## config.mk

```make
export PLATFORM = sky130hd
export DESIGN_NAME = table_driven_dfa_recognizer
export DESIGN_NICKNAME = d
export VERILOG_FILES = /design/src/hw/rtl/tddr_pkg.sv /design/src/hw/rtl/tddr_ctrl.sv /design/src/hw/rtl/tddr_dpath.sv /design/src/hw/rtl/table_driven_dfa_recognizer.sv
export SDC_FILE = /design/constraint.sdc
export NUM_CORES = 2
export LEC_CHECK = 0
export ABC_AREA = 1
export BUFFER_PORTS_ARGS = -buffer_cell sky130_fd_sc_hd__buf_2
export CORE_UTILIZATION = 40
export CTS_CLUSTER_SIZE = 25
export DETAILED_ROUTE_END_ITERATION = 6
export HOLD_SLACK_MARGIN = 0.15
export PLACE_DENSITY = 0.61
export SYNTH_ARGS = -nofsm -noshare
export SYNTH_HDL_FRONTEND = slang
export SYNTH_SLANG_ARGS = --single-unit
```

## constraint.sdc

```tcl
create_clock -name clk -period 3.11 [get_ports clk]
set_input_delay 0.311 -clock clk [delete_from_list [all_inputs] [get_ports clk]]
set_output_delay 0.311 -clock clk [all_outputs]
set_load 0.1 [all_outputs]
```

## src/hw/rtl/tddr_pkg.sv

```systemverilog
`timescale 1ns / 1ps
// ----------------------------------------------------------------------------
// tddr_pkg
// Shared types and constants of the table-driven dfa recognizer: request
// opcodes, register reset values, controller states and the command and
// status bundles between controller and datapath.
// ----------------------------------------------------------------------------
package tddr_pkg;

  // request opcodes
  localparam logic [1:0] CMD_WR_SYM  = 2'd0;
  localparam logic [1:0] CMD_WR_TBL  = 2'd1;
  localparam logic [1:0] CMD_RESTART = 2'd2;
  localparam logic [1:0] CMD_FEED    = 2'd3;

  // configuration register indexes and reset values
  localparam logic REG_NUM_STATES  = 1'b0;
  localparam logic REG_NUM_SYMBOLS = 1'b1;
  localparam logic [4:0] RST_NUM_STATES  = 5'd16;
  localparam logic [4:0] RST_NUM_SYMBOLS = 5'd16;
  localparam logic [4:0] MIN_NUM_STATES  = 5'd2;
  localparam logic [4:0] MIN_NUM_SYMBOLS = 5'd1;

  // controller states
  typedef enum logic [0:0] {
    ST_IDLE,
    ST_UPDATE
  } ctrl_state_t;

  // controller to datapath
  typedef struct packed {
    logic wr_sym;
    logic wr_tbl;
    logic restart;
    logic feed;
    logic update;
  } ctrl_cmd_t;

  // datapath to controller
  typedef struct packed {
    logic out_valid;
    logic out_blocked;
  } dp_sts_t;

endpackage

```

## src/hw/rtl/tddr_ctrl.sv

```systemverilog
`timescale 1ns / 1ps
// ----------------------------------------------------------------------------
// tddr_ctrl
// Request sequencer: decodes accepted requests into datapath commands and
// holds the update step of a feed until the result register is free.
// ----------------------------------------------------------------------------
module tddr_ctrl (
  input  logic                clk,
  input  logic                rst_n,
  input  logic                in_valid,
  input  logic [1:0]          in_cmd,
  output logic                in_stall,
  input  tddr_pkg::dp_sts_t   sts,
  output tddr_pkg::ctrl_cmd_t cmd
);

  tddr_pkg::ctrl_state_t state_r;
  tddr_pkg::ctrl_state_t state_nxt;
  logic                  accept;

  // requests are taken only while idle
  assign in_stall = (state_r != tddr_pkg::ST_IDLE);
  assign accept   = in_valid && (state_r == tddr_pkg::ST_IDLE);

  // state register
  always_ff @(posedge clk) begin
    if (!rst_n) begin
      state_r <= tddr_pkg::ST_IDLE;
    end else begin
      state_r <= state_nxt;
    end
  end

  // next state
  always_comb begin
    state_nxt = state_r;
    unique case (state_r)
      tddr_pkg::ST_IDLE: begin
        if (accept && (in_cmd == tddr_pkg::CMD_FEED)) begin
          state_nxt = tddr_pkg::ST_UPDATE;
        end
      end
      tddr_pkg::ST_UPDATE: begin
        if (!sts.out_blocked) begin
          state_nxt = tddr_pkg::ST_IDLE;
        end
      end
      default: state_nxt = tddr_pkg::ST_IDLE;
    endcase
  end

  // command outputs
  always_comb begin
    cmd = '0;
    unique case (state_r)
      tddr_pkg::ST_IDLE: begin
        if (accept) begin
          unique case (in_cmd)
            tddr_pkg::CMD_WR_SYM:  cmd.wr_sym  = 1'b1;
            tddr_pkg::CMD_WR_TBL:  cmd.wr_tbl  = 1'b1;
            tddr_pkg::CMD_RESTART: cmd.restart = 1'b1;
            tddr_pkg::CMD_FEED:    cmd.feed    = 1'b1;
            default:               cmd.feed    = 1'b0;
          endcase
        end
      end
      tddr_pkg::ST_UPDATE: begin
        cmd.update = !sts.out_blocked;
      end
      default: cmd = '0;
    endcase
  end

  // a feed always leads into the update cycle
  a_feed_to_update: assert property (@(posedge clk) disable iff (!rst_n)
    cmd.feed |=> (state_r == tddr_pkg::ST_UPDATE))
    else $error("feed did not enter update");

  // update returns to idle
  a_update_to_idle: assert property (@(posedge clk) disable iff (!rst_n)
    cmd.update |=> (state_r == tddr_pkg::ST_IDLE))
    else $error("update did not return to idle");

  // a waiting result holds the pending feed back
  a_hold_when_blocked: assert property (@(posedge clk) disable iff (!rst_n)
    ((state_r == tddr_pkg::ST_UPDATE) && sts.out_valid && sts.out_blocked)
      |=> (state_r == tddr_pkg::ST_UPDATE))
    else $error("pending feed overran a waiting result");

endmodule

```

## src/hw/rtl/tddr_dpath.sv

```systemverilog
`timescale 1ns / 1ps
// ----------------------------------------------------------------------------
// tddr_dpath
// Recognizer datapath: configuration registers, alphabet slots with a
// lowest-slot match, the next-state table memory, the current state and the
// result register.
// ----------------------------------------------------------------------------
module tddr_dpath #(
  parameter int MAX_STATES  = 16,
  parameter int MAX_SYMBOLS = 16
) (
  input  logic                clk,
  input  logic                rst_n,
  // configuration
  input  logic                psel,
  input  logic                penable,
  input  logic                pwrite,
  input  logic [2:0]          paddr,
  input  logic [31:0]         pwdata,
  output logic [31:0]         prdata,
  // request fields
  input  logic [3:0]          in_row,
  input  logic [3:0]          in_column,
  input  logic [7:0]          in_payload,
  // result
  output logic                out_valid,
  input  logic                out_stall,
  output logic [3:0]          out_state_now,
  output logic                out_accepted,
  output logic                out_symbol_known,
  // control
  input  tddr_pkg::ctrl_cmd_t cmd,
  output tddr_pkg::dp_sts_t   sts
);

  localparam int SYM_AW    = (MAX_SYMBOLS > 1) ? $clog2(MAX_SYMBOLS) : 1;
  localparam int TBL_DEPTH = MAX_STATES * MAX_SYMBOLS;
  localparam int TBL_AW    = (TBL_DEPTH > 1) ? $clog2(TBL_DEPTH) : 1;

  logic [4:0]        num_states_r;
  logic [4:0]        num_symbols_r;
  logic [4:0]        cfg_val;
  logic [4:0]        num_states_nxt;
  logic [4:0]        num_symbols_nxt;
  logic              cfg_wr;

  logic [7:0]        sym_r [MAX_SYMBOLS];
  logic              hit;
  logic [SYM_AW-1:0] slot;

  logic [3:0]        tbl_mem [TBL_DEPTH];
  logic [3:0]        tbl_rd_r;
  logic              wr_ok;
  logic [TBL_AW-1:0] wr_addr;
  logic              st_in_range;
  logic [TBL_AW-1:0] rd_addr;

  logic              hit_r;
  logic              move_r;
  logic [3:0]        cur_state_r;
  logic [3:0]        state_nxt;
  logic              acc_nxt;

  logic              out_valid_r;
  logic [3:0]        out_state_r;
  logic              out_acc_r;
  logic              out_known_r;

  // configuration write with saturation
  assign cfg_wr  = psel && penable && pwrite;
  assign cfg_val = pwdata[4:0];

  always_comb begin
    num_states_nxt = cfg_val;
    if (cfg_val < tddr_pkg::MIN_NUM_STATES) begin
      num_states_nxt = tddr_pkg::MIN_NUM_STATES;
    end else if (32'(cfg_val) > MAX_STATES) begin
      num_states_nxt = 5'(MAX_STATES);
    end
    num_symbols_nxt = cfg_val;
    if (cfg_val < tddr_pkg::MIN_NUM_SYMBOLS) begin
      num_symbols_nxt = tddr_pkg::MIN_NUM_SYMBOLS;
    end else if (32'(cfg_val) > MAX_SYMBOLS) begin
      num_symbols_nxt = 5'(MAX_SYMBOLS);
    end
  end

  always_ff @(posedge clk) begin
    if (!rst_n) begin
      num_states_r  <= tddr_pkg::RST_NUM_STATES;
      num_symbols_r <= tddr_pkg::RST_NUM_SYMBOLS;
    end else if (cfg_wr) begin
      if (paddr[2] == tddr_pkg::REG_NUM_STATES) begin
        num_states_r <= num_states_nxt;
      end else begin
        num_symbols_r <= num_symbols_nxt;
      end
    end
  end

  // register readback
  assign prdata = (paddr[2] == tddr_pkg::REG_NUM_SYMBOLS) ? 32'(num_symbols_r)
                                                           : 32'(num_states_r);

  // alphabet slots
  always_ff @(posedge clk) begin
    for (int j = 0; j < MAX_SYMBOLS; j++) begin
      if (cmd.wr_sym && (32'(in_row) == j)) begin
        sym_r[j] <= in_payload;
      end
    end
  end

  // lowest matching slot among those in use
  always_comb begin
    hit  = 1'b0;
    slot = '0;
    for (int j = MAX_SYMBOLS - 1; j >= 0; j--) begin
      if ((j < int'(num_symbols_r)) && (sym_r[j] == in_payload)) begin
        hit  = 1'b1;
        slot = SYM_AW'(j);
      end
    end
  end

  // table addresses
  assign wr_ok       = (32'(in_row) < MAX_STATES) && (32'(in_column) < MAX_SYMBOLS);
  assign wr_addr     = TBL_AW'(32'(in_row) * MAX_SYMBOLS + 32'(in_column));
  assign st_in_range = (32'(cur_state_r) < MAX_STATES);
  assign rd_addr     = TBL_AW'(32'(cur_state_r) * MAX_SYMBOLS + 32'(slot));

  // next-state table memory
  always_ff @(posedge clk) begin
    if (cmd.wr_tbl && wr_ok) begin
      tbl_mem[wr_addr] <= in_payload[3:0];
    end
    if (cmd.feed) begin
      tbl_rd_r <= tbl_mem[rd_addr];
    end
  end

  // match flags for the update cycle
  always_ff @(posedge clk) begin
    if (cmd.feed) begin
      hit_r  <= hit;
      move_r <= hit && st_in_range;
    end
  end

  // new state and acceptance
  assign state_nxt = move_r ? tbl_rd_r : cur_state_r;
  assign acc_nxt   = (5'(state_nxt) == (num_states_r - 5'd1)) ||
                     (5'(state_nxt) == (num_states_r - 5'd2));

  // current state
  always_ff @(posedge clk) begin
    if (!rst_n) begin
      cur_state_r <= '0;
    end else if (cmd.restart) begin
      cur_state_r <= '0;
    end else if (cmd.update) begin
      cur_state_r <= state_nxt;
    end
  end

  // result register
  always_ff @(posedge clk) begin
    if (!rst_n) begin
      out_valid_r <= 1'b0;
    end else if (cmd.update) begin
      out_valid_r <= 1'b1;
    end else if (!out_stall) begin
      out_valid_r <= 1'b0;
    end
  end

  always_ff @(posedge clk) begin
    if (cmd.update) begin
      out_state_r <= state_nxt;
      out_acc_r   <= acc_nxt;
      out_known_r <= hit_r;
    end
  end

  assign out_valid        = out_valid_r;
  assign out_state_now    = out_state_r;
  assign out_accepted     = out_acc_r;
  assign out_symbol_known = out_known_r;

  assign sts.out_valid   = out_valid_r;
  assign sts.out_blocked = out_valid_r && out_stall;

  // an update always presents a result
  a_update_presents: assert property (@(posedge clk) disable iff (!rst_n)
    cmd.update |=> (out_valid_r && (out_state_r == cur_state_r)))
    else $error("update did not present the new state");

  // saturation keeps the state count usable
  a_num_states_floor: assert property (@(posedge clk) disable iff (!rst_n)
    (num_states_r >= tddr_pkg::MIN_NUM_STATES) && (num_symbols_r != 5'd0))
    else $error("configuration register left its range");

  // a stalled result stays put
  a_result_held: assert property (@(posedge clk) disable iff (!rst_n)
    (out_valid_r && out_stall) |=> (out_valid_r && $stable(out_state_r)))
    else $error("stalled result changed");

endmodule

```

## src/hw/rtl/table_driven_dfa_recognizer.sv

```systemverilog
`timescale 1ns / 1ps
// a feed request's result is registered in the update state after acceptance,
//   following the registered read of the next-state table memory, once no stalled
//   result waits; the request channel stalls until then, so feeds do not overlap
// slot writes, table writes and restarts give no result and leave the channel idle
// reset: current state 0, num_states and num_symbols 16; slots and table keep
//   their contents and are not cleared
// ----------------------------------------------------------------------------
// table_driven_dfa_recognizer
// Programmable deterministic finite automaton with a loadable alphabet and
// next-state table; every fed byte reports the state, acceptance and match.
// ----------------------------------------------------------------------------
module table_driven_dfa_recognizer #(
  parameter int MAX_STATES  = 16,
  parameter int MAX_SYMBOLS = 16
) (
  input  logic        clk,
  input  logic        rst_n,
  // configuration port
  input  logic        psel,
  input  logic        penable,
  input  logic        pwrite,
  input  logic [2:0]  paddr,
  input  logic [31:0] pwdata,
  output logic [31:0] prdata,
  output logic        pready,
  // request channel
  input  logic        in_valid,
  output logic        in_stall,
  input  logic [1:0]  in_cmd,
  input  logic [3:0]  in_row,
  input  logic [3:0]  in_column,
  input  logic [7:0]  in_payload,
  // result channel
  output logic        out_valid,
  input  logic        out_stall,
  output logic [3:0]  out_state_now,
  output logic        out_accepted,
  output logic        out_symbol_known
);

  tddr_pkg::ctrl_cmd_t cmd;
  tddr_pkg::dp_sts_t   sts;

  // register access never waits: pready is held high
  assign pready = 1'b1;

  // sequencer
  tddr_ctrl u_ctrl (
    .clk      (clk),
    .rst_n    (rst_n),
    .in_valid (in_valid),
    .in_cmd   (in_cmd),
    .in_stall (in_stall),
    .sts      (sts),
    .cmd      (cmd)
  );

  // datapath
  tddr_dpath #(
    .MAX_STATES  (MAX_STATES),
    .MAX_SYMBOLS (MAX_SYMBOLS)
  ) u_dpath (
    .clk              (clk),
    .rst_n            (rst_n),
    .psel             (psel),
    .penable          (penable),
    .pwrite           (pwrite),
    .paddr            (paddr),
    .pwdata           (pwdata),
    .prdata           (prdata),
    .in_row           (in_row),
    .in_column        (in_column),
    .in_payload       (in_payload),
    .out_valid        (out_valid),
    .out_stall        (out_stall),
    .out_state_now    (out_state_now),
    .out_accepted     (out_accepted),
    .out_symbol_known (out_symbol_known),
    .cmd              (cmd),
    .sts              (sts)
  );

endmodule
```

==> reports/metrics.csv <==
stage;metric;value;unit
yosys;Ys Warns;0;
sta;RSZ-0062 raised after global routing;true;
floorplanning;Die Wd;366;um
global_route;GR Util met2;37.5;%
setup_path;Slowest-stage cell, CP;dfxtp_2;
clock_network;htree depth;3;
place;DP HPWL;95600;um
power;worst vdd ir;0.439;mV
layout;commonest cells after routing, fill and taps aside;edfxtp_1 (1163), nand2_1 (1008), nand3_1 (760);
floorplanning;Starting Density;40.3;%
yosys;Avg Synthesized Cell Area;10.8;um2
yosys;post-synthesis cell area;0.0530;mm2
drt;Iteration-0 DRC Markers;3992;
sta;TNS Setup;-2.31;ns
place;Final GP Congestion;0.888;
drt;drt total wl;159000;um
sta;final setup vio count;4;
sta;Slew HR;14.3;%
sta;f_max;268;MHz
global_route;GRT Max-Usage Layer;met2;
layout;Filler cells;11571;
yosys;Seq cells post-synth;1179;
drt;# DRC;0;
setup_path;CP most frequent cell;buf_4;
outcome;failing checks;setup timing;
clock_network;number of buffers created by CTS;118;
hold_path;Hold Path Class;primary input to flip-flop;
power;Leak;25.0;nW
sta;Final min period;3.73;ns
floorplanning;full die area;0.134;mm2
setup_path;Critical Path AT;4.19;ns
floorplanning;Die Y;366;um
global_route;met1 Use GR;31.5;%
global_route;grt total ovfl;0;
clock_network;CTS root buffer;clkbuf_16;
outcome;outcome;finished with violations;
yosys;sequential share of the synthesized area;66.5;%
sta;Setup Skew;0.0321;ns
clock_network;clock latency on the worst-skew pair;0.73;ns
floorplanning;area of the core;0.131;mm2
drt;Routed Antenna Nets;0;
global_route;GRT Total Usage;23.3;%
sta;period utilization;120;%
global_route;met3 Use GR;3.16;%
layout;layout cells sized above 1;16.1;%
job;max cap viols;0;
drt;Via density;5.37;
setup_path;crit path buf inv count;8;
drt;WL/cell;22.4;um
yosys;share of synthesized registers carrying an async set or reset;0;%
setup_path;Startpoint Class;flip-flop;
yosys;ys flop type;edfxtp_1;
setup_path;largest fanout on the critical path;31;
setup_path;crit path kind;flip-flop to flip-flop;
setup_path;kind of end point of the critical path;flip-flop;
clock_network;TritonCTS clock tree;built;
setup_path;Top Family by Delay on Critical Path;simple AND/OR/NAND/NOR gates;
layout;most common cell after layout, fill and taps aside;edfxtp_1;
yosys;distinct cell type count after synthesis;45;
power;PwrDens;532;mW/mm2
sta;fin worst setup slack;-0.616;ns
clock_network;# clock sinks;1179;
setup_path;CP cell instances;buf_4 > nor2_2 > inv_1 > nor2_1 > buf_4 > nor4_1 > nand4_1 > buf_4 > nand2_1 > nor2_1 > buf_4 > nand2_1 > nor2_4 > inv_4 > buf_12 > buf_4 > nand3_1 > nand3_2 > nand3_2 > nand3_1 > nand3_1 > nand2_1;
drt;drt first pass iters;6;
global_route;first-pass GRT wire length;235000;um
drt;routed vias;38094;
layout;Area growth syn-to-layout;21.9;%
layout;Final #Nets;5305;
clock_network;clock transition at the registers of the reported paths;0.06;ns
sta;Pins Over Slew Limit;0;
sta;hold slack;0.183;ns
sta;Slew @ Worst Pin;1.28;ns
global_route;largest net degree at the start of global routing;170;
setup_path;Worst path max stage delay;0.33;ns
clock_network;clock buffer depth;3;
sta;Final Hold Fails;0;
floorplanning;Rows;133;
setup_path;Data required, critical path;3.58;ns
floorplanning;Ports;101;
yosys;Synth Instances;4904;
yosys;number of synthesized flops with an enable pin;1163;
place;IO buf count;43;
global_route;initial antenna violation count;4;
global_route;vias in the first global route;36999;
-- worst paths after layout --
| check | start | end | slack (ns) | depth (start not counted) |
|---|---|---|---|---|
| hold / removal | in_payload[6] | u_dpath.sym_r[0][22] | 0.18 | 3 |
| setup reg to reg | u_dpath.num_symbols_r[4] | u_dpath.tbl_rd_r[0] | -0.62 | 22 |
| setup / recovery | u_dpath.num_symbols_r[4] | u_dpath.tbl_rd_r[0] | -0.62 | 22 |
| hold reg to reg | u_dpath.out_valid | u_dpath.out_valid | 0.50 | 2 |
-- cell type report --
| cell class | instances | area (um2) | share of cell area [%] |
|---|---|---|---|
| antenna | 2 | 5.00 | 0.00775 |
| clock buffer | 147 | 3120 | 4.84 |
| clock inverter | 71 | 793 | 1.23 |
| inverter | 563 | 2140 | 3.32 |
| multi-input combinational | 2857 | 15100 | 23.4 |
| sequential | 1179 | 35300 | 54.6 |
| tap | 1755 | 2200 | 3.40 |
| timing repair buffer | 522 | 5940 | 9.20 |
| timing repair inverter | 1 | 11.3 | 0.0174 |
-- Yosys cell counts (2+ instances only) --
cell type	number	area, um2
a211oi_1	4	30.0
a21oi_1	15	75.1
buf_1	25	93.8
buf_2	97	485
buf_4	45	338
buf_6	34	383
clkbuf_1	130	488
clkinv_1	2	7.51
conb_1	2	7.51
dfxtp_1	16	320
edfxtp_1	1163	34900
ha_1	3	37.5
inv_1	553	2080
inv_2	8	30.0
nand2_1	1017	3820
nand3_1	930	4650
nand3b_1	272	2040
nand4_1	12	75.1
nor2_1	339	1270
nor3_1	9	45.0
nor3b_1	3	22.5
nor4_1	15	93.8
o211ai_1	54	405
o21ai_0	22	110
o21ai_1	4	20.0
o31ai_1	2	15.0
or2_0	2	12.5
or2_2	8	50.1
xnor2_1	49	429
xor2_1	54	473
-- worst reg2reg max path, stage by stage (launching register included) --
cell and delay (ns):
dfxtp_2 0.33, buf_4 0.16, nor2_2 0.18, inv_1 0.15, nor2_1 0.23, buf_4 0.17
nor4_1 0.05, nand4_1 0.09, buf_4 0.18, nand2_1 0.09, nor2_1 0.12, buf_4 0.14
nand2_1 0.08, nor2_4 0.25, inv_4 0.17, buf_12 0.22, buf_4 0.22, nand3_1 0.13
nand3_2 0.16, nand3_2 0.11, nand3_1 0.09, nand3_1 0.09, nand2_1 0.07
-- power breakdown --
group	total (W)	switching (W)	internal, W	leakage [nW]
combinational	0.00226	0.00151	0.000752	12.5
clock	0.0146	0.00607	0.00849	1.91
sequential	0.0175	0.0000127	0.0175	10.6
total	0.0343	0.00759	0.0267	25.0
-- per-layer routing --
| metal | part of all wire [%] | wire length [um] |
|---|---|---|
| met5 | 0 | 0 |
| met4 | 3.9 | 6260 |
| met3 | 8.1 | 12900 |
| met2 | 47 | 75000 |
| met1 | 41 | 64800 |
-- sequential cells by signal, summed over array words and instances (netlist names) --
| register | count |
|---|---|
| u_dpath.tbl_mem | 1024 |
| u_dpath.sym_r | 128 |
| u_dpath.num_states_r | 5 |
| u_dpath.num_symbols_r | 5 |
| u_dpath.cur_state_r | 4 |
| u_dpath.out_state_now | 4 |
| u_dpath.tbl_rd_r | 4 |
| u_ctrl.in_stall | 1 |
| u_dpath.hit_r | 1 |
| u_dpath.out_accepted | 1 |
| u_dpath.out_symbol_known | 1 |
| u_dpath.out_valid | 1 |
-- stage by stage --
| stage | area, um2 | util [%] | setup WS (ns) | total power (W) | std cells |
|---|---|---|---|---|---|
| floorplan | 53100 | - | 0.119 | 0.0188 | 4930 |
| finish | 64500 | 49.1 | -0.616 | 0.0343 | 7097 |
| global route | 64500 | 49.1 | -0.819 | 0.0352 | 7096 |
| detailed placement | 57300 | 43.6 | -1.29 | 0.0197 | 6755 |
| global placement | 57300 | 43.6 | -1.37 | 0.0197 | 6755 |
| CTS | 64100 | 48.8 | -0.572 | 0.0344 | 7087 |
-- cell families (layout without fill, tap and decap cells) --
group                    Yosys count  count (layout)  synth area share [%]
AO/OA/AOI/OAI                    109             109                  1.36
XOR/XNOR                         103             103                  1.70
adder cells (fa/ha/maj)            3               3                0.0709
buffers and inverters            895            1304                  7.39
flip-flops                      1179            1179                  66.5
other                              2              30                0.0142
AND/OR/NAND/NOR                 2613            2614                  22.9
-- timing repair --
action / CTS / global route
pin swaps: 85 / 54
hold buffers: 53 / 0
resized for setup: 227 / 67
setup endpoints to repair: 4 / 4
gates cloned: 30 / 6
buffers inserted: 31 / 3
endpoints found under the hold margin: 112 / 0
(Power assumes the default switching activity.)
